**src/rtl/huffman_tree_walk_decoder_top_macros.svh**
```systemverilog
// ----------------------------------------------------------------------------
// Assertion macros for the Huffman tree walk decoder
// Shorthand for clocked implication checks, disabled during reset.
// ----------------------------------------------------------------------------
`ifndef HUFFMAN_TREE_WALK_DECODER_TOP_MACROS_SVH
`define HUFFMAN_TREE_WALK_DECODER_TOP_MACROS_SVH

// Same-cycle implication.
`define HWD_ASSERT_IMP(name, ante, cons, msg) \
  name: assert property (@(posedge clk) disable iff (!rst_n) (ante) |-> (cons)) \
    else $error(msg);

// Next-cycle implication.
`define HWD_ASSERT_NXT(name, ante, cons, msg) \
  name: assert property (@(posedge clk) disable iff (!rst_n) (ante) |=> (cons)) \
    else $error(msg);

`endif

```
**src/rtl/hwd_pkg.sv**
```systemverilog
// ----------------------------------------------------------------------------
// hwd_pkg
// Types, constants and codes shared by the Huffman tree walk decoder.
// ----------------------------------------------------------------------------
package hwd_pkg;

  localparam int NODE_DEPTH      = 512;
  localparam int IDX_W           = $clog2(NODE_DEPTH);
  localparam int WORD_BITS       = 32;
  localparam int SYMBOL_BITS     = 8;
  localparam int CNT_W           = 32;
  localparam int CFG_W           = 32;
  localparam int CFG_IDX_W       = 2;
  localparam int QUEUE_DEPTH_DEF = 2;
  localparam int BIT_IDX_W       = $clog2(WORD_BITS);
  localparam int BIT_CNT_W       = $clog2(WORD_BITS + 1);

  localparam logic [CFG_IDX_W-1:0] CFG_ROOT_NODE   = 2'd0;
  localparam logic [CFG_IDX_W-1:0] CFG_TOTAL_BITS  = 2'd1;
  localparam logic [CFG_IDX_W-1:0] CFG_TOTAL_WORDS = 2'd2;

  localparam logic FUNC_NODE_WRITE = 1'b0;
  localparam logic FUNC_DECODE     = 1'b1;

  typedef struct packed {
    logic                   func;
    logic [IDX_W-1:0]       node_index;
    logic                   node_is_leaf;
    logic [IDX_W-1:0]       left_child;
    logic [IDX_W-1:0]       right_child;
    logic [SYMBOL_BITS-1:0] node_symbol;
    logic [WORD_BITS-1:0]   code_word;
  } in_word_t;

  typedef struct packed {
    logic [SYMBOL_BITS-1:0] symbol;
    logic                   last;
    logic                   finished;
  } out_word_t;

  typedef struct packed {
    logic                   leaf;
    logic [IDX_W-1:0]       left;
    logic [IDX_W-1:0]       right;
    logic [SYMBOL_BITS-1:0] sym;
  } node_t;

  typedef enum logic {
    CMD_NODE,
    CMD_WORD
  } cmd_kind_t;

  typedef struct packed {
    cmd_kind_t            kind;
    logic [IDX_W-1:0]     node_index;
    node_t                node;
    logic [WORD_BITS-1:0] code_word;
  } cmd_t;

  typedef struct packed {
    logic                   push;
    logic [SYMBOL_BITS-1:0] symbol;
    logic                   commit;
    logic                   finished;
  } obuf_wr_t;

  typedef enum logic [1:0] {
    WS_IDLE,
    WS_LOAD,
    WS_STEP,
    WS_FIN
  } walk_state_t;

endpackage

```
**src/rtl/hwd_front.sv**
```systemverilog
// ----------------------------------------------------------------------------
// hwd_front
// Accepts input words, classifies them into node writes and decode commands
// and holds them in a short queue for the tree walker.
// ----------------------------------------------------------------------------
module hwd_front #(
  parameter int QUEUE_DEPTH = hwd_pkg::QUEUE_DEPTH_DEF
) (
  input  logic             clk,
  input  logic             rst_n,
  input  logic             push,
  output logic             full,
  input  hwd_pkg::in_word_t in_word,
  output logic             cmd_valid,
  output hwd_pkg::cmd_t    cmd,
  input  logic             cmd_pop
);
  import hwd_pkg::*;

  localparam int PTR_W = $clog2(QUEUE_DEPTH);
  localparam int QCNT_W = $clog2(QUEUE_DEPTH + 1);

  cmd_t              q_r [QUEUE_DEPTH];
  logic [PTR_W-1:0]  wr_ptr_r;
  logic [PTR_W-1:0]  rd_ptr_r;
  logic [QCNT_W-1:0] cnt_r;
  cmd_t              cmd_in;
  logic              do_push;
  logic              do_pop;

  always_comb begin
    cmd_in.kind       = (in_word.func == FUNC_DECODE) ? CMD_WORD : CMD_NODE;
    cmd_in.node_index = in_word.node_index;
    cmd_in.node.leaf  = in_word.node_is_leaf;
    cmd_in.node.left  = in_word.left_child;
    cmd_in.node.right = in_word.right_child;
    cmd_in.node.sym   = in_word.node_symbol;
    cmd_in.code_word  = in_word.code_word;
  end

  assign full      = (cnt_r == QCNT_W'(QUEUE_DEPTH));
  assign cmd_valid = (cnt_r != '0);
  assign cmd       = q_r[rd_ptr_r];
  assign do_push   = push && !full;
  assign do_pop    = cmd_pop && cmd_valid;

  always_ff @(posedge clk) begin
    if (do_push) begin
      q_r[wr_ptr_r] <= cmd_in;
    end
  end

  always_ff @(posedge clk) begin
    if (!rst_n) begin
      wr_ptr_r <= '0;
      rd_ptr_r <= '0;
      cnt_r    <= '0;
    end else begin
      if (do_push) begin
        wr_ptr_r <= (wr_ptr_r == PTR_W'(QUEUE_DEPTH - 1)) ? '0 : wr_ptr_r + PTR_W'(1);
      end
      if (do_pop) begin
        rd_ptr_r <= (rd_ptr_r == PTR_W'(QUEUE_DEPTH - 1)) ? '0 : rd_ptr_r + PTR_W'(1);
      end
      if (do_push && !do_pop) begin
        cnt_r <= cnt_r + QCNT_W'(1);
      end else if (do_pop && !do_push) begin
        cnt_r <= cnt_r - QCNT_W'(1);
      end
    end
  end

endmodule

```
**config.mk**
```make
export PLATFORM = sky130hd
export DESIGN_NAME = hwd_front
export DESIGN_NICKNAME = d
export VERILOG_FILES = /design/src/rtl/huffman_tree_walk_decoder_top_macros.svh /design/src/rtl/hwd_pkg.sv /design/src/rtl/hwd_front.sv
export SDC_FILE = /design/constraint.sdc
export NUM_CORES = 1
export LEC_CHECK = 0
export ABC_AREA = 1
export BUFFER_PORTS_ARGS = -buffer_cell sky130_fd_sc_hd__buf_2
export CAP_MARGIN = 20
export CORE_UTILIZATION = 45
export CTS_CLUSTER_SIZE = 25
export DETAILED_ROUTE_END_ITERATION = 8
export GPL_TIMING_DRIVEN = 1
export PLACE_DENSITY = 0.7
export SYNTH_ARGS = -nofsm -noshare
export SYNTH_HDL_FRONTEND = slang
export SYNTH_SLANG_ARGS = --single-unit
```
**constraint.sdc**
```tcl
create_clock -name clk -period 11.7 [get_ports clk]
set_clock_uncertainty 0.2 [all_clocks]
set_input_delay 1.755 -clock clk [delete_from_list [all_inputs] [get_ports clk]]
set_output_delay 1.755 -clock clk [all_outputs]
set_load 0.02 [all_outputs]
```
==> key figures, run 1 <==
Worst setup path
  – Worst reg-to-reg setup slack: 9.16 ns
  – Worst endpoint required time: 9.75 ns
  – Kind of critical path: flop to output port
  – Critical path startpoint category: flop
  – RR Endpoint: q_r[1][18]$_DFFE_PP_
  – Critical Path AT: 2.03 ns
  – R2R depth: 4
  – Worst-path maximum fanout: a little under 70
  – Worst flop-to-flop path startpoint: cnt_r[1]$_SDFFE_PN0P_
  – Crit. End Element: output port

Global route
  – Global route overflow: 0
  – Total track usage: around 16%
  – First-pass GRT wire length: 13.31 mm
  – Vias in the first global route: 2757
  – Largest net degree at the start of global routing: 70
  – Initial antenna violation count: 0

STA
  – Setup TNS: 0 ns
  – Final period utilization: 34.06%
  – Relative slew margins: 34.91%
  – Unrepaired setup endpoints after global routing: no
  – Final hold vios: 0
  – Slew Viols, Final: 0
  – Final setup vio count: 0
  – Fmax: 250.9 MHz
  – Post-layout min period: 3.986 ns
  – Least-Margin Pin Slew: 0.9763 ns
  – Final WS setup: 7.714 ns

Clock network
  – CTS root buffer: clkbuf_16
  – H-Tree Level Count: 4
  – Clock Latency Late Sink: 0.40 ns
  – Cts hold-fix bufs: 0
  – Longest Clk Path Bufs: 2
  – Clock buffer count from CTS: 17
  – Clock sink count: 143
  – Post-CTS Resized: 0
  – CTS tree: done
  – # Post-CTS Setup Buffers: 0
  – Reg clk slew, reported paths: 0.06 ns

Power
  – Pleak: about 2.6 nW
  – Power density over the cells: 240.9 nW/um2
  – Worst VDD drop: roughly 0.00012 V
  – Total power: 1.638 mW

Yosys
  – Cells after synthesis: roughly 250
  – Main combinational cell family by area after synthesis: multiplexers
  – #FFs+latches synth: approximately 140
  – Compound-Gate Fraction of Synth Area: 0.5231%
  – Post-Synth Adder-Cell Area: 0.2378%
  – Sequential fraction of the synthesis area: 80.65%
  – Syn Area/Cell: 20.88 um2
  – Syn. warnings: 0
  – Mapped Area: 5263 um2
  – Xor and xnor area share after synthesis: 0%
  – Simple-gate portion of the synthesized area: 1.355%
  – Syn_nets: 326
  – Distinct cells, synth: 16
  – Post-synthesis mux area share: between 10% and 20%

Place
  – Post-Place Worst Slack: 7.697 ns
  – Cell count after placement: 532
  – Routability cong.: between 0.7 and 0.8
  – PortBufs: 143
  – HPWL after DPL: ~5.8 mm

Routing
  – Vias/cell: 4.886
  – DR WL/cell: approximately 16 um
  – Post-DRT Antenna Nets: 0
  – DRC violations left: 0
  – Vias: ~2800
  – Post-Route WL: approximately 9.1 mm
  – Initial DRC Count: a little under 90
  – Pre-antenna DRT Iters: 4

Worst hold path
  – Hold path depth: 2
  – Min-delay src: rd_ptr_r$_SDFFE_PN0P_
  – Worst Hold Class: flop to flop

Final layout
  – Layout Nets: 482
  – Diode count: 0
  – Final cell count without fillers: 563
  – Layout Area Growth over Synthesis: 29.20%
  – Final core utilization: 59.54%
  – Fillers: approximately 900
  – Ratio of cells with drive above 1 in the final layout: 58.10%

Die
  – FP Rows: 39
  – Die width: 110.1 um
  – Die H: around 110 um
  – DIE AREA: roughly 12000 um2
  – Starting Density: between 40% and 50%
  – IO Pins: 144
  – Placeable Area: approximately 11000 um2

Run
  – Maxcap violations: 0

Run status
  – Status: finished, final reports clean
routing by layer:
layer / up-vias / part of all wire [%] / global-route usage (%)
met5: - / 0 / 0
met4: 0 / 1.1 / 7.613
met3: 11 / 7.1 / 4.938
met2: 110 / 51 / 25.45
met1: 1342 / 41 / 18.52
li1: 1288 / - / -
registers in the layout, indices dropped and copies added, names as in the netlist, named ones only:
| register | flops |
|---|---|
| cnt_r | 2 |
| q_r | 138 |
| rd_ptr_r | 1 |
| wr_ptr_r | 1 |
cells by family after synthesis:
logic type | after synthesis
adders and majority gates | 1
DFF | 143
muxes | 69
and+or+nand+nor | 18
AOI/OAI and AO/OA | 5
buffers and inverters | 16
cell usage after synthesis (all sizes together):
cell / count / area [um2]
dfxtp: 5 / 100.1
ha: 1 / 12.51
nand2: 7 / 26.28
buf: 8 / 62.55
inv: 8 / 30.03
mux2: 69 / 814.5
o21a: 1 / 7.510
a21oi: 1 / 5.000
o21ai: 3 / 15.01
nand4: 1 / 6.260
nor2: 9 / 33.78
nand3: 1 / 5.000
edfxtp: 138 / 4144
per-stage QoR:
stage          hold slack (ns)  area, um2
5_1_grt                 0.3631       6799
2_1_floorplan           0.2669       5263
6_report                0.3033       6799
3_3_place_gp            0.2762       6128
3_5_place_dp            0.2879       6128
4_1_cts                 0.3124       6799
final cells by class:
cell class | count | area, um2 | share of cell area (%)
well taps | 143 | 178.9 | 2.632
multi-input cells | 93 | 940.9 | 13.84
repair buffers | 145 | 730.7 | 10.75
clock inverters | 14 | 245.2 | 3.607
flip-flops and latches | 143 | 4248 | 62.48
clock buffers | 17 | 425.4 | 6.257
inverters | 8 | 30.03 | 0.4417
where the power goes:
group / switching (mW) / internal (mW)
clock: 0.189 / 0.416
sequential: 0.0444 / 0.649
combinational: 0.197 / 0.142
total: 0.430 / 1.21
worst max-delay path by stage:
stage | start | endpoint | cells past startpoint
5_1_grt | flop | cmd[46] | 2
6_report | flop | cmd[16] | 2
4_1_cts | flop | cmd[34] | 2
3_5_place_dp | push | q_r[0][0]$_DFFE_PP_ | 4
2_1_floorplan | push | q_r[0][0]$_DFFE_PP_ | 2
3_3_place_gp | push | q_r[1][17]$_DFFE_PP_ | 4
critical path, cell delays in order, from the launching register on:
cell and delay, ns:
dfxtp_4 0.98, mux2_2 0.43, buf_2 0.16
placed cells by master, fill, tap and decap left out, types with 2 or more instances in the layout:
cell type | synthesis | layout
clkbuf_16 | 0 | 17
nor2_1 | 9 | 7
clkinv_1 | 0 | 4
bufinv_16 | 0 | 7
nand2_1 | 7 | 7
o21ai_0 | 3 | 3
inv_1 | 8 | 8
mux2_2 | 59 | 59
edfxtp_1 | 138 | 138
buf_4 | 0 | 2
mux2_4 | 10 | 10
buf_2 | 5 | 143
dfxtp_1 | 5 | 4
nor2_4 | 0 | 2
clkinvlp_4 | 0 | 2
Power figures use the tool's default switching activity.
==> run 2, diff against run 1 <==
==> constraint.sdc (replaced) <==
create_clock -name clk -period 4.1 [get_ports clk]
set_clock_uncertainty 0.2 [all_clocks]
set_input_delay 0.615 -clock clk [delete_from_list [all_inputs] [get_ports clk]]
set_output_delay 0.615 -clock clk [all_outputs]
set_load 0.02 [all_outputs]
==> run 2 against run 1 <==
Compared with the run above: sequential share of layout area is 0.65 points higher; critical path depth stayed put; clock power is 140% higher; largest power group unchanged; highest routed layer unchanged; via count is 0.11% lower; combinational power grew to 2.9 times the previous value; final area is 1.0% lower; wire length is 2.2% lower; worst setup slack worse by 6.5 ns; cell count is 0.53% higher; critical endpoint is now cmd[46]; total power grew to 2.7 times the previous value; first-iteration DRC count is 5.7% lower.
==> key figures, run 2 (synthesized netlist as in run 1, its figures left out) <==
Run status
  – Status: finished, final reports clean

Final layout
  – Most frequent cells in the layout: buf_2, edfxtp_1, mux2_2
  – Fillers: 904 (+0.67%)
  – Commonest non-fill, non-tap cell in the layout: buf_2
  – Max reg flops: 138 (unchanged)
  – Layout Nets: 484 (+0.41%)
  – Ratio of cells with drive above 1 in the final layout: 58.63% (+0.53 points)
  – Diode count: 0 (unchanged)
  – Layout Area Growth over Synthesis: 27.86%
  – Largest registers: q_r x138, cnt_r x2
  – Most flop-heavy register: q_r

Clock network
  – Clock sink count: 143 (unchanged)
  – Clock Latency Late Sink: 0.40 ns (about the same)
  – CTS tree: done
  – Longest Clk Path Bufs: 2 (unchanged)
  – # Post-CTS Setup Buffers: 0 (unchanged)
  – H-Tree Level Count: 4 (unchanged)
  – Cts hold-fix bufs: 0 (unchanged)
  – CTS root buffer: clkbuf_16
  – Post-CTS Resized: 0 (unchanged)
  – Reg clk slew, reported paths: 0.06 ns (about the same)
  – Clock buffer count from CTS: 17 (unchanged)

Routing
  – DR WL/cell: 15.70 um (-2.7%)
  – Post-Route WL: 8.884 mm (-2.2%)
  – Initial DRC Count: 83 (-5.7%)
  – DRC violations left: 0 (unchanged)
  – Pre-antenna DRT Iters: 4 (unchanged)
  – Post-DRT Antenna Nets: 0 (unchanged)
  – Vias/cell: 4.855 (-0.64%)
  – Vias: 2748 (-0.11%)

Worst setup path
  – Crit. End Element: output port
  – Slowest CP cell: dfxtp_4
  – Slowest Stage Delay on Critical Path: 0.97 ns (about the same)
  – Family with the most delay on the worst path: flip-flops
  – Crit path cell chain: mux2_2 > buf_2
  – Worst Path Buf+Inv: 1 (unchanged)
  – Worst-path maximum fanout: 69 (unchanged)
  – Critical path startpoint category: flop
  – Critical Path AT: 2.04 ns (about the same)
  – Kind of critical path: flop to output port
  – Worst endpoint required time: 3.28 ns (-6.47 ns)

Global route
  – Global route overflow: 0 (unchanged)
  – Total track usage: 14.98% (-0.52 points)
  – Vias in the first global route: 2860 (+3.7%)
  – Initial antenna violation count: 0 (unchanged)
  – Largest net degree at the start of global routing: 70 (unchanged)
  – First-pass GRT wire length: 13.20 mm (-0.83%)

Worst hold path
  – Worst Hold Class: primary input to flop

Power
  – Power density over the cells: 656.0 nW/um2 (+170%)
  – Total power: 4.414 mW (+170%)
  – Pleak: 2.553 nW (-1.8%)
  – Worst VDD drop: 0.0003092 V (+160%)

Die
  – FP Rows: 39 (unchanged)
  – Placeable Area: 11420 um2 (unchanged)
  – DIE AREA: 12130 um2 (unchanged)
  – Starting Density: 46.09% (unchanged)
  – IO Pins: 144 (unchanged)
  – Die width: 110.1 um (unchanged)
  – Die H: 110.1 um (unchanged)

STA
  – Setup TNS: 0 ns (unchanged)
  – Relative slew margins: 33.95% (-0.96 points)
  – Least-Margin Pin Slew: 0.9907 ns (+0.01445 ns)
  – Final setup vio count: 0 (unchanged)
  – Slew Viols, Final: 0 (unchanged)
  – Hold WS: 0.1982 ns (-0.1051 ns)
  – Post-layout min period: 2.855 ns
  – Final period utilization: a little over two thirds
  – Final hold vios: 0 (unchanged)
  – Fmax: approximately 350 MHz
  – Unrepaired setup endpoints after global routing: no
  – Final WS setup: 1.245 ns (-6.470 ns)

Place
  – PortBufs: 143 (unchanged)
  – Routability cong.: 0.6373 (-16%)
  – HPWL after DPL: 5.760 mm (-1.2%)
  – Post-Place Worst Slack: 1.451 ns (-6.246 ns)

Run
  – Maxcap violations: 0 (unchanged)
[run 2: changes by cell type in the layout (fill, tap and decap cells not counted), sizes merged]
cell      before  now
buf          145  147
bufinv         7    2
clkbuf        17   18
clkinvlp       2    6
inv            8    9
[run 2: worst paths after layout]
| kind | startpoint | slack, ns | depth (start not counted) | endpoint |
|---|---|---|---|---|
| worst max-delay path | flop | 1.24 | 2 | cmd[46] |
| worst min-delay path | in_word[50] | 0.20 | 1 | q_r[0][50]$_DFFE_PP_ |
| worst max register to register | cnt_r[0]$_SDFFE_PN0P_ | 1.78 | 3 | q_r[1][34]$_DFFE_PP_ |
| worst min register to register | rd_ptr_r$_SDFFE_PN0P_ | 0.30 | 2 | flop |
[run 2: per-stage QoR]
| stage | area [um2] | utilization [%] | instances |
|---|---|---|---|
| finish | 6729 | 58.93 | 566 |
| global route | 6729 | 58.93 | 566 |
| CTS | 6729 | 58.93 | 566 |
| detailed placement | 6156 | 53.91 | 534 |
| global placement | 6156 | 53.91 | 534 |
| floorplan | 5263 | - | 252 |
[run 2: area by class of cell]
class                   count  area [um2]  share of cell area (%)
flip-flops and latches    143        4248                   63.13
multi-input cells          93       940.9                   13.98
repair buffers            147       758.2                   11.27
clock buffers              18       429.2                   6.378
well taps                 143       178.9                   2.659
clock inverters            14       143.9                   2.138
inverters                   8       30.03                  0.4463
[run 2: routing by layer]
layer | wire [um] | track usage, %
met5 | 0 | 0
met4 | 63 | 6.391
met2 | 4390 | 24.91
met3 | 669 | 6.408
met1 | 3760 | 16.90
[run 2: report_power, final]
| part | switching, mW | internal, mW | total, mW |
|---|---|---|---|
| clock | 0.565 | 0.892 | 1.46 |
| combinational | 0.566 | 0.415 | 0.981 |
| sequential | 0.126 | 1.85 | 1.98 |
