`config.mk`:
```
export PLATFORM = sky130hd
export DESIGN_NAME = hwd_obuf
export DESIGN_NICKNAME = d
export VERILOG_FILES = /design/src/rtl/huffman_tree_walk_decoder_top_macros.svh /design/src/rtl/hwd_pkg.sv /design/src/rtl/hwd_obuf.sv
export SDC_FILE = /design/constraint.sdc
export NUM_CORES = 1
export LEC_CHECK = 0
export BUFFER_PORTS_ARGS = -buffer_cell sky130_fd_sc_hd__buf_4
export CORE_MARGIN = 2
export CORE_UTILIZATION = 55
export DETAILED_ROUTE_END_ITERATION = 6
export PLACE_DENSITY = 0.71
export SLEW_MARGIN = 20
export SYNTH_ARGS = -nofsm -noshare
export SYNTH_HDL_FRONTEND = slang
export SYNTH_SLANG_ARGS = --single-unit
```
`constraint.sdc`:
```
create_clock -name clk -period 2.2 [get_ports clk]
set_clock_uncertainty 0.05 [all_clocks]
set_input_delay 0.22 -clock clk [delete_from_list [all_inputs] [get_ports clk]]
set_output_delay 0.22 -clock clk [all_outputs]
set_load 0.01 [all_outputs]
```
`src/rtl/huffman_tree_walk_decoder_top_macros.svh`:
```
// ----------------------------------------------------------------------------
// Assertion macros for the Huffman tree walk decoder
// Shorthand for clocked implication checks, disabled during reset.
// ----------------------------------------------------------------------------
`ifndef HUFFMAN_TREE_WALK_DECODER_TOP_MACROS_SVH
`define HUFFMAN_TREE_WALK_DECODER_TOP_MACROS_SVH

// Same-cycle implication.
`define HWD_ASSERT_IMP(name, ante, cons, msg) \
  name: assert property (@(posedge clk) disable iff (!rst_n) (ante) |-> (cons)) \
    else $error(msg);

// Next-cycle implication.
`define HWD_ASSERT_NXT(name, ante, cons, msg) \
  name: assert property (@(posedge clk) disable iff (!rst_n) (ante) |=> (cons)) \
    else $error(msg);

`endif

```
`src/rtl/hwd_pkg.sv`:
```
// ----------------------------------------------------------------------------
// hwd_pkg
// Types, constants and codes shared by the Huffman tree walk decoder.
// ----------------------------------------------------------------------------
package hwd_pkg;

  localparam int NODE_DEPTH      = 512;
  localparam int IDX_W           = $clog2(NODE_DEPTH);
  localparam int WORD_BITS       = 32;
  localparam int SYMBOL_BITS     = 8;
  localparam int CNT_W           = 32;
  localparam int CFG_W           = 32;
  localparam int CFG_IDX_W       = 2;
  localparam int QUEUE_DEPTH_DEF = 2;
  localparam int BIT_IDX_W       = $clog2(WORD_BITS);
  localparam int BIT_CNT_W       = $clog2(WORD_BITS + 1);

  localparam logic [CFG_IDX_W-1:0] CFG_ROOT_NODE   = 2'd0;
  localparam logic [CFG_IDX_W-1:0] CFG_TOTAL_BITS  = 2'd1;
  localparam logic [CFG_IDX_W-1:0] CFG_TOTAL_WORDS = 2'd2;

  localparam logic FUNC_NODE_WRITE = 1'b0;
  localparam logic FUNC_DECODE     = 1'b1;

  typedef struct packed {
    logic                   func;
    logic [IDX_W-1:0]       node_index;
    logic                   node_is_leaf;
    logic [IDX_W-1:0]       left_child;
    logic [IDX_W-1:0]       right_child;
    logic [SYMBOL_BITS-1:0] node_symbol;
    logic [WORD_BITS-1:0]   code_word;
  } in_word_t;

  typedef struct packed {
    logic [SYMBOL_BITS-1:0] symbol;
    logic                   last;
    logic                   finished;
  } out_word_t;

  typedef struct packed {
    logic                   leaf;
    logic [IDX_W-1:0]       left;
    logic [IDX_W-1:0]       right;
    logic [SYMBOL_BITS-1:0] sym;
  } node_t;

  typedef enum logic {
    CMD_NODE,
    CMD_WORD
  } cmd_kind_t;

  typedef struct packed {
    cmd_kind_t            kind;
    logic [IDX_W-1:0]     node_index;
    node_t                node;
    logic [WORD_BITS-1:0] code_word;
  } cmd_t;

  typedef struct packed {
    logic                   push;
    logic [SYMBOL_BITS-1:0] symbol;
    logic                   commit;
    logic                   finished;
  } obuf_wr_t;

  typedef enum logic [1:0] {
    WS_IDLE,
    WS_LOAD,
    WS_STEP,
    WS_FIN
  } walk_state_t;

endpackage

```
`src/rtl/hwd_obuf.sv`:
```
// ----------------------------------------------------------------------------
// hwd_obuf
// Collects the symbols of one code word and, once the word is complete,
// presents them in order with the last and finished flags.
// ----------------------------------------------------------------------------
module hwd_obuf (
  input  logic               clk,
  input  logic               rst_n,
  input  hwd_pkg::obuf_wr_t  obuf_wr,
  output logic               busy,
  output logic               empty,
  input  logic               pop,
  output hwd_pkg::out_word_t out_word
);
  import hwd_pkg::*;

  logic [SYMBOL_BITS-1:0] sym_r [WORD_BITS];
  logic [BIT_CNT_W-1:0]   wcnt_r;
  logic [BIT_CNT_W-1:0]   wcnt_nxt;
  logic [BIT_IDX_W-1:0]   rd_r;
  logic [BIT_IDX_W-1:0]   rd_nxt;
  logic                   draining_r;
  logic                   draining_nxt;
  logic                   fin_r;
  logic                   is_last;

  assign is_last = ((BIT_CNT_W'(rd_r) + BIT_CNT_W'(1)) == wcnt_r);
  assign busy    = draining_r;
  assign empty   = !draining_r;

  always_comb begin
    out_word.symbol   = sym_r[rd_r];
    out_word.last     = is_last;
    out_word.finished = fin_r;
  end

  always_comb begin
    wcnt_nxt     = wcnt_r;
    rd_nxt       = rd_r;
    draining_nxt = draining_r;
    if (obuf_wr.push) begin
      wcnt_nxt = wcnt_r + BIT_CNT_W'(1);
    end
    if (obuf_wr.commit) begin
      draining_nxt = (wcnt_nxt != '0);
    end
    if (pop && draining_r) begin
      if (is_last) begin
        draining_nxt = 1'b0;
        wcnt_nxt     = '0;
        rd_nxt       = '0;
      end else begin
        rd_nxt = rd_r + BIT_IDX_W'(1);
      end
    end
  end

  always_ff @(posedge clk) begin
    if (obuf_wr.push) begin
      sym_r[wcnt_r[BIT_IDX_W-1:0]] <= obuf_wr.symbol;
    end
    if (obuf_wr.commit) begin
      fin_r <= obuf_wr.finished;
    end
  end

  always_ff @(posedge clk) begin
    if (!rst_n) begin
      wcnt_r     <= '0;
      rd_r       <= '0;
      draining_r <= 1'b0;
    end else begin
      wcnt_r     <= wcnt_nxt;
      rd_r       <= rd_nxt;
      draining_r <= draining_nxt;
    end
  end

endmodule
```
==> results of run 1 <==
worst max path at each step:
stage | end | slack (ns) | start
finish | out_word[5] | -0.46 | register
global route | out_word[6] | -0.51 | register
CTS | out_word[9] | -0.37 | register
detailed placement | out_word[4] | -0.38 | register
global placement | out_word[5] | -0.30 | register
floorplan | sym_r[5][0]$_DFFE_PP_ | 0.26 | wcnt_r[2]$_SDFF_PN0_
kinds of logic (layout without fill, tap and decap cells):
logic type      Yosys count  after routing
flops                   274            274
buf+inv                  35            172
simple gates            118            118
compound gates           77             77
xor+xnor                 15             15
fa+ha+maj                 5              5
mux                      89             89
synth_stat cells (2+ instances only):
cell                        instances
sky130_fd_sc_hd__ha_1               5
sky130_fd_sc_hd__a2111oi_0          8
sky130_fd_sc_hd__nor3b_1            2
sky130_fd_sc_hd__clkbuf_1           7
sky130_fd_sc_hd__nor2_1            54
sky130_fd_sc_hd__a21boi_0           2
sky130_fd_sc_hd__xnor2_1            9
sky130_fd_sc_hd__inv_1              3
sky130_fd_sc_hd__nor2b_1           12
sky130_fd_sc_hd__dfxtp_1           17
sky130_fd_sc_hd__buf_4              3
sky130_fd_sc_hd__nand3b_1           2
sky130_fd_sc_hd__buf_1              3
sky130_fd_sc_hd__or2_2              2
sky130_fd_sc_hd__a31oi_1            9
sky130_fd_sc_hd__a22oi_1           25
sky130_fd_sc_hd__mux4_2            32
sky130_fd_sc_hd__o21ai_0            2
sky130_fd_sc_hd__nand2_1           22
sky130_fd_sc_hd__buf_2             19
sky130_fd_sc_hd__nor3_1             4
sky130_fd_sc_hd__nand3_1           12
sky130_fd_sc_hd__a211oi_1           8
sky130_fd_sc_hd__o21a_1             2
sky130_fd_sc_hd__a21oi_1            8
sky130_fd_sc_hd__mux2i_1           57
sky130_fd_sc_hd__a22o_1             8
sky130_fd_sc_hd__edfxtp_1         257
sky130_fd_sc_hd__xor2_1             6
state kept, by name, indices dropped and copies added, names as in the netlist, named ones only:
register  cells
busy          1
fin_r         1
rd_r          5
sym_r       256
wcnt_r        6
per-layer routing:
metal / share of wire (%) / track usage (%)
met4: 3.2 / 9.20
met1: 42 / 34.8
met3: 6.9 / 3.58
met5: 0 / 0
met2: 48 / 38.4
cell type report:
cell class / count / area share, %
clock buffers: 40 / 5.58
inverters: 3 / 0.0833
multi-input cells: 304 / 22.7
repair buffers: 119 / 8.30
flip-flops and latches: 274 / 59.8
clock inverters: 10 / 1.08
well taps: 265 / 2.45
stage by stage:
step	TNS (ns)	total power [mW]	utilization (%)	instance area, sq um
floorplan	0	6.11	-	10800
global placement	-1.04	6.35	60.6	11800
detailed placement	-1.33	6.36	60.6	11800
CTS	-2.79	11.0	68.4	13300
global route	-3.96	11.3	69.7	13500
finish	-3.34	11.0	69.7	13500
timing repair:
action | in CTS | in global routing
hold buffers | 4 | 0
hold endpoints to repair | 11 | 0
resized for setup | 78 | 34
pin swaps | 12 | 21
buffers inserted | 17 | 12
cloned | 2 | 1
endpoints found under the setup margin | 11 | 13
cells in the final DEF (no fill, tap or decap), drive strengths merged, types with 3 or more instances in the layout:
cell type      n
xnor2          9
dfxtp         17
mux2i         57
a31oi          9
bufinv         3
edfxtp       257
clkbuf        41
buf          114
a2111oi        8
nand2         22
nor3           4
a21oi          8
inv            5
clkinv         4
a22oi         25
a22o           8
xor2           6
a211oi         9
mux4          32
nor2          54
ha             5
dlygate4sd3    4
nand3         12
nor2b         12
power groups by stage:
stage	clock network (mW)	registers (mW)	logic (mW)
after global routing	4.87	5.75	0.671
after floorplan	0	5.87	0.242
after global placement	0	5.86	0.483
final	4.63	5.76	0.631
after CTS	4.68	5.76	0.586
after detailed placement	0	5.87	0.497
==> metrics list, run 1 <==
- Number of library cell types mapped by synthesis: 42
- Worst hold margin: 0.0643 ns
- Top_reg_cell synth: sky130_fd_sc_hd__edfxtp_1
- The synthesized netlist devotes 0.577% of its cell area to adder and majority cells.
- The number of nets handed over by synthesis was 632.
* Number of DRC violations after detailed routing: 0
- The worst register-to-register path begins at rd_r[1]$_SDFFE_PN0P_.
- The first global-routing pass estimated 36.9 mm of wire.
* Cells traversed along the worst timing path: nor2_4, buf_6, buf_6, a22o_4, a2111oi_4, buf_4, a31oi_4, nand3_2, buf_6
- Number of detailed-routing iterations run before antenna repair: 5
* I/O pin count: 26
- The routed design has 24.7 mm of wire.
- Final HPWL DP: 14.2 mm
* Horizontal extent of the die: 144 um
- The slowest stage of the critical path belongs to the cell sky130_fd_sc_hd__a2111oi_4.
- The die is 144 um tall.
- Average size of a mapped cell: 17.7 sq um
* Final count of pins violating max slew: 0
* Multiplexer area fraction after synthesis: 11.9%
- Syn. warnings: 0
- Vias in the first global route: 6123
- Detailed-route via count: 6086
* Most common cell on crit path: sky130_fd_sc_hd__buf_6
- The multi-input combinational cells in the finished layout cover a total of 0.00307 sq mm.
- H-tree depth: 1
- Count of clock tree sinks: 274
- Clock latency reported for the late side of the worst-skew pair: 0.54 ns
- Dividing the detail-routed via count by the number of cells gives 6.00.
* Layout Cells excl Fill: 1015
* GRT Overall Usage: 24.3%
* Final count of negative-setup-slack endpoints: 9
- Summed instance area of the synthesized netlist: 0.0108 sq mm
- In the final routed layout, each cell accounts on average for 24.4 um.
* CTS Buffer Depth: 3
- Fin worst setup slack: -0.463 ns
- Entering global routing, the biggest net connects 33 pins.
- Final Hold Violating Endpoints: 0
- Xor-xnor portion of the synthesized cell area: 1.21%
- Synthesis produced 613 cells.
- R2r worst-path depth: 7
- After global routing the overflow that remains totals 0.
- Worst-case vdd ir drop: 710 uV
- The detail route stage leaves a number of antenna-violating nets equal to 0.
- # fillers: 1225
* Global placer's final weighted congestion: 0.831
* Cell-internal power: 8.76 mW
- In this run the standard cell core region covers 0.0194 sq mm.
- Min-delay src: obuf_wr[9]
- Total CTS buffers: 27
* Async SR Flop Fraction: 0%
- Pre-CTS worst setup slack: -0.384 ns
- TritonCTS built the clock tree.
* Signed area change from the synthesized netlist to the final layout: 24.6%
- In this run the number of cells on the critical path is 9.
* Biggest area consumer among synthesized cells: sky130_fd_sc_hd__edfxtp_1
* Fraction of final layout cells sized beyond drive strength 1: 34.9%
- Arrival @ worst endpoint: 2.39 ns
* Switching power: 2.25 mW
- Once the floorplan was initialized, standard cells occupied 55.9% of the core.
- Based on the critical path, the design can be clocked at up to 0.376 GHz.
* Highest net fanout along the worst path: 5
- Setup repair after global routing missed its margin: true
- Worst setup EP type: output port
- Worst min-delay path endpoint: sym_r[27][7]$_DFFE_PP_
- Cell row count: 51
* Area fraction in compound gates after synthesis: 5.46%
* Sequential cell area: 0.00808 sq mm
- Startpoint Class: register
* Data required time at the worst endpoint: 1.93 ns
* Buf+Inv Stages, Crit Path: 4
- For the finished layout, the period the worst path requires is 2.66 ns.
- The cell family contributing the most delay on the critical path is compound AO/OA/AOI/OAI gates.
* Fraction of the mapped netlist area in simple logic gates: 5.02%
* Seq cells post-synth: 274
- The synthesized design contains 257 enable-type register cells.
- Cell chosen for the clock root: sky130_fd_sc_hd__clkbuf_16
* Hold Path Class: in -> reg
- Minimum setup slack among reg-to-reg paths: 0.07 ns
* DRC violation total after the first TritonRoute iteration: 485
- Of the total power, the share spent switching nets is 20.4%.
- Hold depth: 1
- Sequential cells burn 52.3% of the power.
- Crit share post-route: 121%
- Clock-pin slew was measured on the worst setup and hold paths at 0.06 ns.
* Antenna Diode Count: 0
- Result of the run: finished with violations
- At the pin with the least slew margin, the transition time is 0.815 ns.
- The die covers 0.0209 sq mm.
* Ratio of total power to cell area: 815 mW/mm^2
- Post-synth top area share: 71.2%
* Reg2Reg Capture Point: rd_r[1]$_SDFFE_PN0P_
* Relative slew slack: 45.5%
- Static leakage power: 4.29 nW
- The checks that failed: setup timing.
- For this run, the register share of the synthesized area comes to 74.3%.
- The worst setup path is of the reg -> out kind.
* Share of total power in the clock network: 42.0%
* Dominant combinational cell family by area after synthesis: multiplexers
* Peak per-stage delay on the critical path: 0.45 ns
* Total of max-cap violations: 0
- Dpl cells: 932
* Total Nets Final: 748
- The initial antenna violation count is 1.
- The share of total power dissipated in combinational logic is 5.7%.
- By area the synthesized netlist is led by sky130_fd_sc_hd__edfxtp_1, sky130_fd_sc_hd__mux4_2, sky130_fd_sc_hd__mux2i_1.
- In this run the tool buffered the top-level ports with 25 buffer cells.
Note: power is estimated with default switching activity, not from simulation.
==> run 2: changes to the inputs <==
Settings changed: GPL_TIMING_DRIVEN set to 0, PLACE_DENSITY 0.71 to 0.74.
Clock period 2.2 ns to 2.4 ns, I/O delays scaled along.
==> run 2 against run 1 <==
  * The flow finishes with violations (DRC, setup timing)
  * Design area decreased by 1.4%
  * Core utilization decreased by 1.0 points
  * Sequential power decreased by 8.2%
  * Critical path type unchanged
==> metrics list, run 2 (synthesis results as in run 1) <==
- The reported max-cap violation count was 0 (unchanged).
- Worst setup EP type: output port
- Most common cell after layout, fill and taps aside: sky130_fd_sc_hd__edfxtp_1
- Setup repair after global routing missed its margin: true
* Detailed-route via count: 6011 (-1.2%)
- Timing would allow up to 0.383 GHz.
* Number of antenna-violating nets in the routed design: 0 (unchanged)
- Worst slew pin tran: 0.871 ns (+0.0558 ns)
* Total CTS buffers: 26 (-3.7%)
- The worst endpoint data arrival time came to 2.32 ns (-0.07 ns).
* GRT Overall Usage: 22.6% (-1.6 points)
- The largest stage delay on the critical path was 0.37 ns (-0.08 ns).
- The final layout net count came to 702 (-6.1%).
* Total length of routed wires: 24.3 mm (-1.9%)
- Clock latency reported for the late side of the worst-skew pair: 0.53 ns (about the same)
- The critical path is of the reg -> out type.
- The buffer and inverter count on the worst path was 3 (-1).
* Final count of pins violating max slew: 0 (unchanged)
* Fraction of final layout cells sized beyond drive strength 1: 32.0% (-3.0 points)
* Wire length per cell: 25.1 um (+3.1%)
- The required time at the worst-slack endpoint came to 2.11 ns (+0.18 ns).
* Global-route wire length before repair: 34.7 mm (-6.0%)
- Violations in the final reports: DRC, setup timing
- Fin worst setup slack: -0.210 ns (+0.253 ns)
* Antenna Diode Count: 0 (unchanged)
- The pin count of the biggest net entering global routing is 33 (unchanged).
- Starting Density: 55.9% (unchanged)
- The maximum vdd drop came to 692 uV (-2.6%).
* Clock tree from TritonCTS: done
* Relative slew slack: 41.7% (-3.7 points)
- The finished layout cell area came to 0.0133 sq mm (-1.4%).
- The flip-flop count of the largest register after layout is 256 (unchanged).
- Final count of negative-setup-slack endpoints: 8 (-1)
- The number of global-route vias before repair was 5709 (-6.8%).
- The violation count after the first detailed-route iteration came to 561 (+16%).
* Antenna violations before repair: 0 (-1)
- The floorplan die width came to 144 um (unchanged).
- Traced cell by cell, the critical path runs through clkbuf_16, nor2_4, buf_4, a22o_1, a2111oi_4, a31oi_2, nand3_2, buf_6.
* H-tree depth: 1 (unchanged)
* Total overflow reported by the global router: 0 (unchanged)
- Static leakage power: 4.05 nW (-5.6%)
* Global placer's final weighted congestion: 0.903 (+8.7%)
- The detailed placement HPWL is 13.8 mm (-2.9%).
* Slowest-stage cell, CP: sky130_fd_sc_hd__dfxtp_4
- Overall die area: 0.0209 sq mm (unchanged)
- The run finished, with violations left.
* Clock-pin slew on the worst setup and hold paths: 0.06 ns (about the same)
- The overall die height came to 144 um (unchanged).
- The DRC violation count after routing was 1 (+1).
- Area taken by multi-input logic gates: 0.00318 sq mm (+3.8%)
- Sequential cell area: 0.00807 sq mm (-0.15%)
* Vias/cell: 6.22 (+3.8%)
* # fillers: 1188 (-3.0%)
* Highest net fanout along the worst path: 10 (+5)
- The tightest min-delay check is of the in -> reg type.
* Post-layout min period: 2.61 ns
- Total chip power: 10.1 mW (-8.4%)
- I/O pin count: 26 (unchanged)
- Most used cells in the layout excluding fill and tap cells: sky130_fd_sc_hd__edfxtp_1, sky130_fd_sc_hd__mux2i_1, sky130_fd_sc_hd__nor2_1, sky130_fd_sc_hd__buf_4, sky130_fd_sc_hd__mux4_2
- Among cell families on the critical path, the largest total delay comes from compound AO/OA/AOI/OAI gates.
- Number of detailed-routing iterations run before antenna repair: 7 (+2)
* Final Hold Violating Endpoints: 0 (unchanged)
* Cell row count: 51 (unchanged)
- Crit share post-route: 109%
- Port Buffer Count: 24 (-4.0%)
* Startpoint Class: register
- The standard cell core area came to 0.0194 sq mm (unchanged).
* Signed area change from the synthesized netlist to the final layout: 22.8%
- Post-Place Cell Area: 0.0114 sq mm (-3.4%)
* Cell chosen for the clock root: sky130_fd_sc_hd__clkbuf_16
* CTS Buffer Depth: 3 (unchanged)
- The power per unit of standard cell area was 757 mW/mm^2 (-7.1%).
- The clock sink total came to 274 (unchanged).
-- run 2: cell count changes in the layout (fill, tap and decap cells not counted), sizes merged --
cell and delta:
inv -1, clkinvlp +1, buf -54, bufinv +2, dlygate4sd3 -1, clkbuf -1
clkinv +5
-- run 2: final timing paths --
check | from | end | slack, ns | cells past startpoint
max reg2reg | wcnt_r[4]$_SDFF_PN0_ | sym_r[26][6]$_DFFE_PP_ | 0.08 | 3
max | register | out_word[7] | -0.21 | 8
min | pop | rd_r[1]$_SDFFE_PN0P_ | 0.08 | 3
min reg2reg | rd_r[1]$_SDFFE_PN0P_ | rd_r[1]$_SDFFE_PN0P_ | 0.54 | 2
-- run 2: layer usage --
metal | track usage, % | part of all wire [%] | routed length, um
met1 | 32.1 | 40 | 9790
met2 | 35.7 | 50 | 12200
met3 | 4.77 | 7.5 | 1810
met4 | 7.41 | 1.9 | 451
met5 | 0 | 0 | 0
-- run 2: power by group --
group / total (mW) / switching (mW) / internal, mW
registers: 5.29 / 0.0268 / 5.26
logic: 0.542 / 0.307 / 0.235
clock network: 4.26 / 1.72 / 2.53
total: 10.1 / 2.06 / 8.03
-- run 2: timing repair --
item	4_1_cts	5_1_grt
cloned	1	4
gates resized for setup	117	69
pin swaps	18	21
hold buffers	3	0
hold endpoints to repair	10	0
setup endpoints to repair	9	80
setup buffers	7	5
-- run 2: area by class of cell --
| type | count | area share (%) |
|---|---|---|
| clock buffers | 29 | 4.97 |
| repair buffers | 44 | 3.45 |
| flip-flops and latches | 274 | 60.6 |
| multi-input cells | 304 | 23.9 |
| inverters | 3 | 0.0846 |
| well taps | 265 | 2.49 |
| clock inverters | 17 | 1.73 |
| plain buffers | 30 | 2.78 |
-- run 2: through the flow --
stage	utilization (%)	setup slack (ns)	setup TNS, ns	instances	hold slack, ns
floorplan	-	0.458	0	613	0.289
global placement	58.5	-0.155	-0.632	902	0.370
detailed placement	58.5	-0.196	-0.840	902	0.370
CTS	66.4	-0.190	-1.37	958	0.0639
global route	68.6	-0.270	-1.89	966	0.0695
finish	68.6	-0.210	-1.20	966	0.0760
-- run 2: worst min-delay path, stage by stage --
cell	delay (ns)
sky130_fd_sc_hd__buf_4	0.12
sky130_fd_sc_hd__o2111ai_1	0.08
sky130_fd_sc_hd__a21boi_0	0.14
==> run 3: changes to the inputs <==
Settings changed: CORE_UTILIZATION 55 to 56, PLACE_DENSITY 0.74 to 0.77.
==> run 3 against run 2 <==
  * The run ends with setup timing left
  * Design area decreased by 1.2%
  * Register-to-register slack about the same
  * Die area is 1.7% lower
  * First-iteration DRC count up 15%
  * Via count up 0.93%
  * Sequential power about the same
==> metrics list, run 3 (synthesis results as in run 1) <==
* Total length of routed wires: 25.3 mm (+4.4%)
- Starting Density: 57.6% (+1.7 points)
- The detailed placement HPWL is 14.4 mm (+4.5%).
- The area enclosed by the die boundary came to 0.0205 sq mm (-1.7%).
- Number of DRC violations after detailed routing: 0 (-1)
- The worst setup path is launched from a register.
* Slowest-stage cell, CP: sky130_fd_sc_hd__dfxtp_1
- The worst setup path is captured at an output port.
* Die height: 143 um (-0.87%)
- Most used cells in the layout excluding fill and tap cells: sky130_fd_sc_hd__edfxtp_1, sky130_fd_sc_hd__mux2i_1, sky130_fd_sc_hd__nor2_1, sky130_fd_sc_hd__buf_4, sky130_fd_sc_hd__mux4_2
- Switching part of the total: 20.8% (+0.37 points)
- The fraction of layout cells with a size suffix above 1 is 31.1% (-0.89 points).
- Summed negative setup slack over all endpoints: -1.44 ns (-0.239 ns)
- The worst hold margin is 0.0584 ns (-0.0176 ns).
* # fillers: 1121 (-5.6%)
- The library cell used most frequently in the layout, excluding fill and tap cells, is sky130_fd_sc_hd__edfxtp_1.
* Post-layout min period: 2.61 ns (+0.00460 ns)
- Share of total power in the clock network: 40.8% (-1.4 points)
- Total CTS buffers: 26 (unchanged)
- Detailed-route via count: 6067 (+0.93%)
- Highest net fanout along the worst path: 8 (-2)
- In this run the clock root is driven by a sky130_fd_sc_hd__clkbuf_16.
* I/O pin count: 26 (unchanged)
- Post-Place Cell Area: 0.0114 sq mm (about the same)
- The count of endpoints failing hold in the final timing report was 0 (unchanged).
* Fin worst setup slack: -0.214 ns (-0.00460 ns)
* Final count of negative-setup-slack endpoints: 8 (unchanged)
* Total overflow reported by the global router: 0 (unchanged)
* Antenna Diode Count: 0 (unchanged)
- Horizontal extent of the die: 143 um (-0.87%)
* Peak per-stage delay on the critical path: 0.57 ns (+0.20 ns)
- Cells traversed along the worst timing path: or2_2, buf_1, a21oi_1, a31oi_2, nand3_1, buf_4
- Arrival @ worst endpoint: 2.32 ns (about the same)
* Setup repair after global routing missed its margin: true
- The flip-flop count of the largest register after layout was 256 (unchanged).
- The violation count after the first detailed-route iteration came to 646 (+15%).
* Result of the run: finished with violations
- The combinational share of power was 5.8% (+0.4 points).
* CTS Buffer Depth: 3 (unchanged)
- Switching power: 2.06 mW (about the same)
- The buffer and inverter count on the worst path was 2 (-1).
- The number of buffers added on ports is 24 (unchanged).
* Number of detailed-routing iterations run before antenna repair: 5 (-2)
- The number of pins exceeding their max-slew limit in the final report is 0 (unchanged).
- Count of clock tree sinks: 274 (unchanged)
* Global-route wire length before repair: 36.5 mm (+5.2%)
* GRT Overall Usage: 24.1% (+1.5 points)
- Data required time at the worst endpoint: 2.11 ns (about the same)
- The wire length per cell was 26.3 um (+4.6%).
- Crit share post-route: 109% (+0.19 points)
- Clock tree from TritonCTS: done
* Post-layout instance area: 0.0132 sq mm (-1.2%)
- The via density per instance was 6.29 (+1.0%).
- Largest net degree at the start of global routing: 33 (unchanged)
* Fmax: 0.383 GHz (-0.18%)
- The worst reg-to-reg setup slack was 0.09 ns (about the same).
- Core region area: 0.0188 sq mm (-2.9%)
- Worst slew pin tran: 0.844 ns (-0.0263 ns)
- Reg power frac: 53.4% (+1.0 points)
- Violations in the final reports: setup timing
- Clock latency reported for the late side of the worst-skew pair: 0.54 ns (about the same)
- The routability-driven placement congestion ratio was 0.852 (-5.6%).
- The tightest min-delay check is of the in -> reg type.
- H-tree depth: 1 (unchanged)
* Cell-internal power: 7.84 mW (-2.3%)
* Ratio of total power to cell area: 752 mW/mm^2 (-0.62%)
- The reported max-cap violation count was 0 (unchanged).
- From synthesis to final layout, the design area changed by 21.3%.
- Among cell families on the critical path, the largest total delay comes from flip-flops.
- The maximum vdd drop is 620 uV (-10%).
- Number of antenna-violating nets in the routed design: 0 (unchanged)
- The number of global-route vias before repair is 6290 (+10%).
- Worst Path Class, Setup: reg -> out
- The number of standard-cell rows in the floorplan was 50 (-2.0%).
* Clock-pin slew on the worst setup and hold paths: 0.06 ns (about the same)
* Antenna violations before repair: 0 (unchanged)
* Static leakage power: 4.02 nW (-0.82%)
* Total Nets Final: 705 (+0.43%)
- The worst-case headroom to the max-slew limit came to 43.5% (+1.8 points).
-- run 3: worst reg2reg max path, cell delays in order, from the launching register on --
cell and delay, ns:
sky130_fd_sc_hd__dfxtp_1 0.43, sky130_fd_sc_hd__clkbuf_1 0.38, sky130_fd_sc_hd__nand3b_1 0.35, sky130_fd_sc_hd__nor2_1 0.74
-- run 3: worst paths after layout --
check | from | to | cells past startpoint
worst max-delay path | register | out_word[9] | 6
worst min-delay path | pop | rd_r[1]$_SDFFE_PN0P_ | 3
worst max register to register | wcnt_r[2]$_SDFF_PN0_ | sym_r[22][3]$_DFFE_PP_ | 3
worst min register to register | rd_r[4]$_SDFFE_PN0P_ | register | 2
-- run 3: final cells by class --
type,count,area [sq um],share of cell area (%)
plain buffers,29,334,2.54
well taps,260,325,2.47
flip-flops and latches,274,8070,61.4
inverters,3,11.3,0.0856
clock inverters,14,159,1.21
repair buffers,48,467,3.55
multi-input cells,304,3110,23.6
clock buffers,33,677,5.15
-- run 3: through the flow --
stage | utilization (%) | setup WS (ns) | cells | power [mW]
after floorplan | - | 0.458 | 613 | 5.60
after global placement | 60.3 | -0.187 | 897 | 5.79
after detailed placement | 60.3 | -0.256 | 897 | 5.81
after CTS | 67.4 | -0.196 | 952 | 9.82
after global routing | 69.8 | -0.257 | 965 | 10.1
final | 69.8 | -0.214 | 965 | 9.90
-- run 3: layer usage --
metal | vias up | global-route usage [%] | routed length [um]
met4 | 0 | 10.3 | 877
met1 | 3075 | 31.5 | 9690
met3 | 60 | 4.49 | 2140
met2 | 353 | 40.1 | 12600
li1 | 2579 | - | -
met5 | - | 0 | 0
-- run 3: repair_timing --
| item | in CTS | in global routing |
|---|---|---|
| hold buffers | 3 | 0 |
| resized for setup | 100 | 77 |
| pin swaps | 12 | 25 |
| setup endpoints to repair | 9 | 58 |
| gates cloned | 0 | 2 |
| hold endpoints to repair | 6 | 0 |
| setup buffers | 5 | 14 |
-- run 3: power groups by stage --
stage	registers [mW]	clock network [mW]	logic, mW
floorplan	5.38	0	0.222
global placement	5.38	0	0.406
detailed placement	5.38	0	0.423
CTS	5.28	4.04	0.497
global route	5.28	4.24	0.606
finish	5.28	4.04	0.576
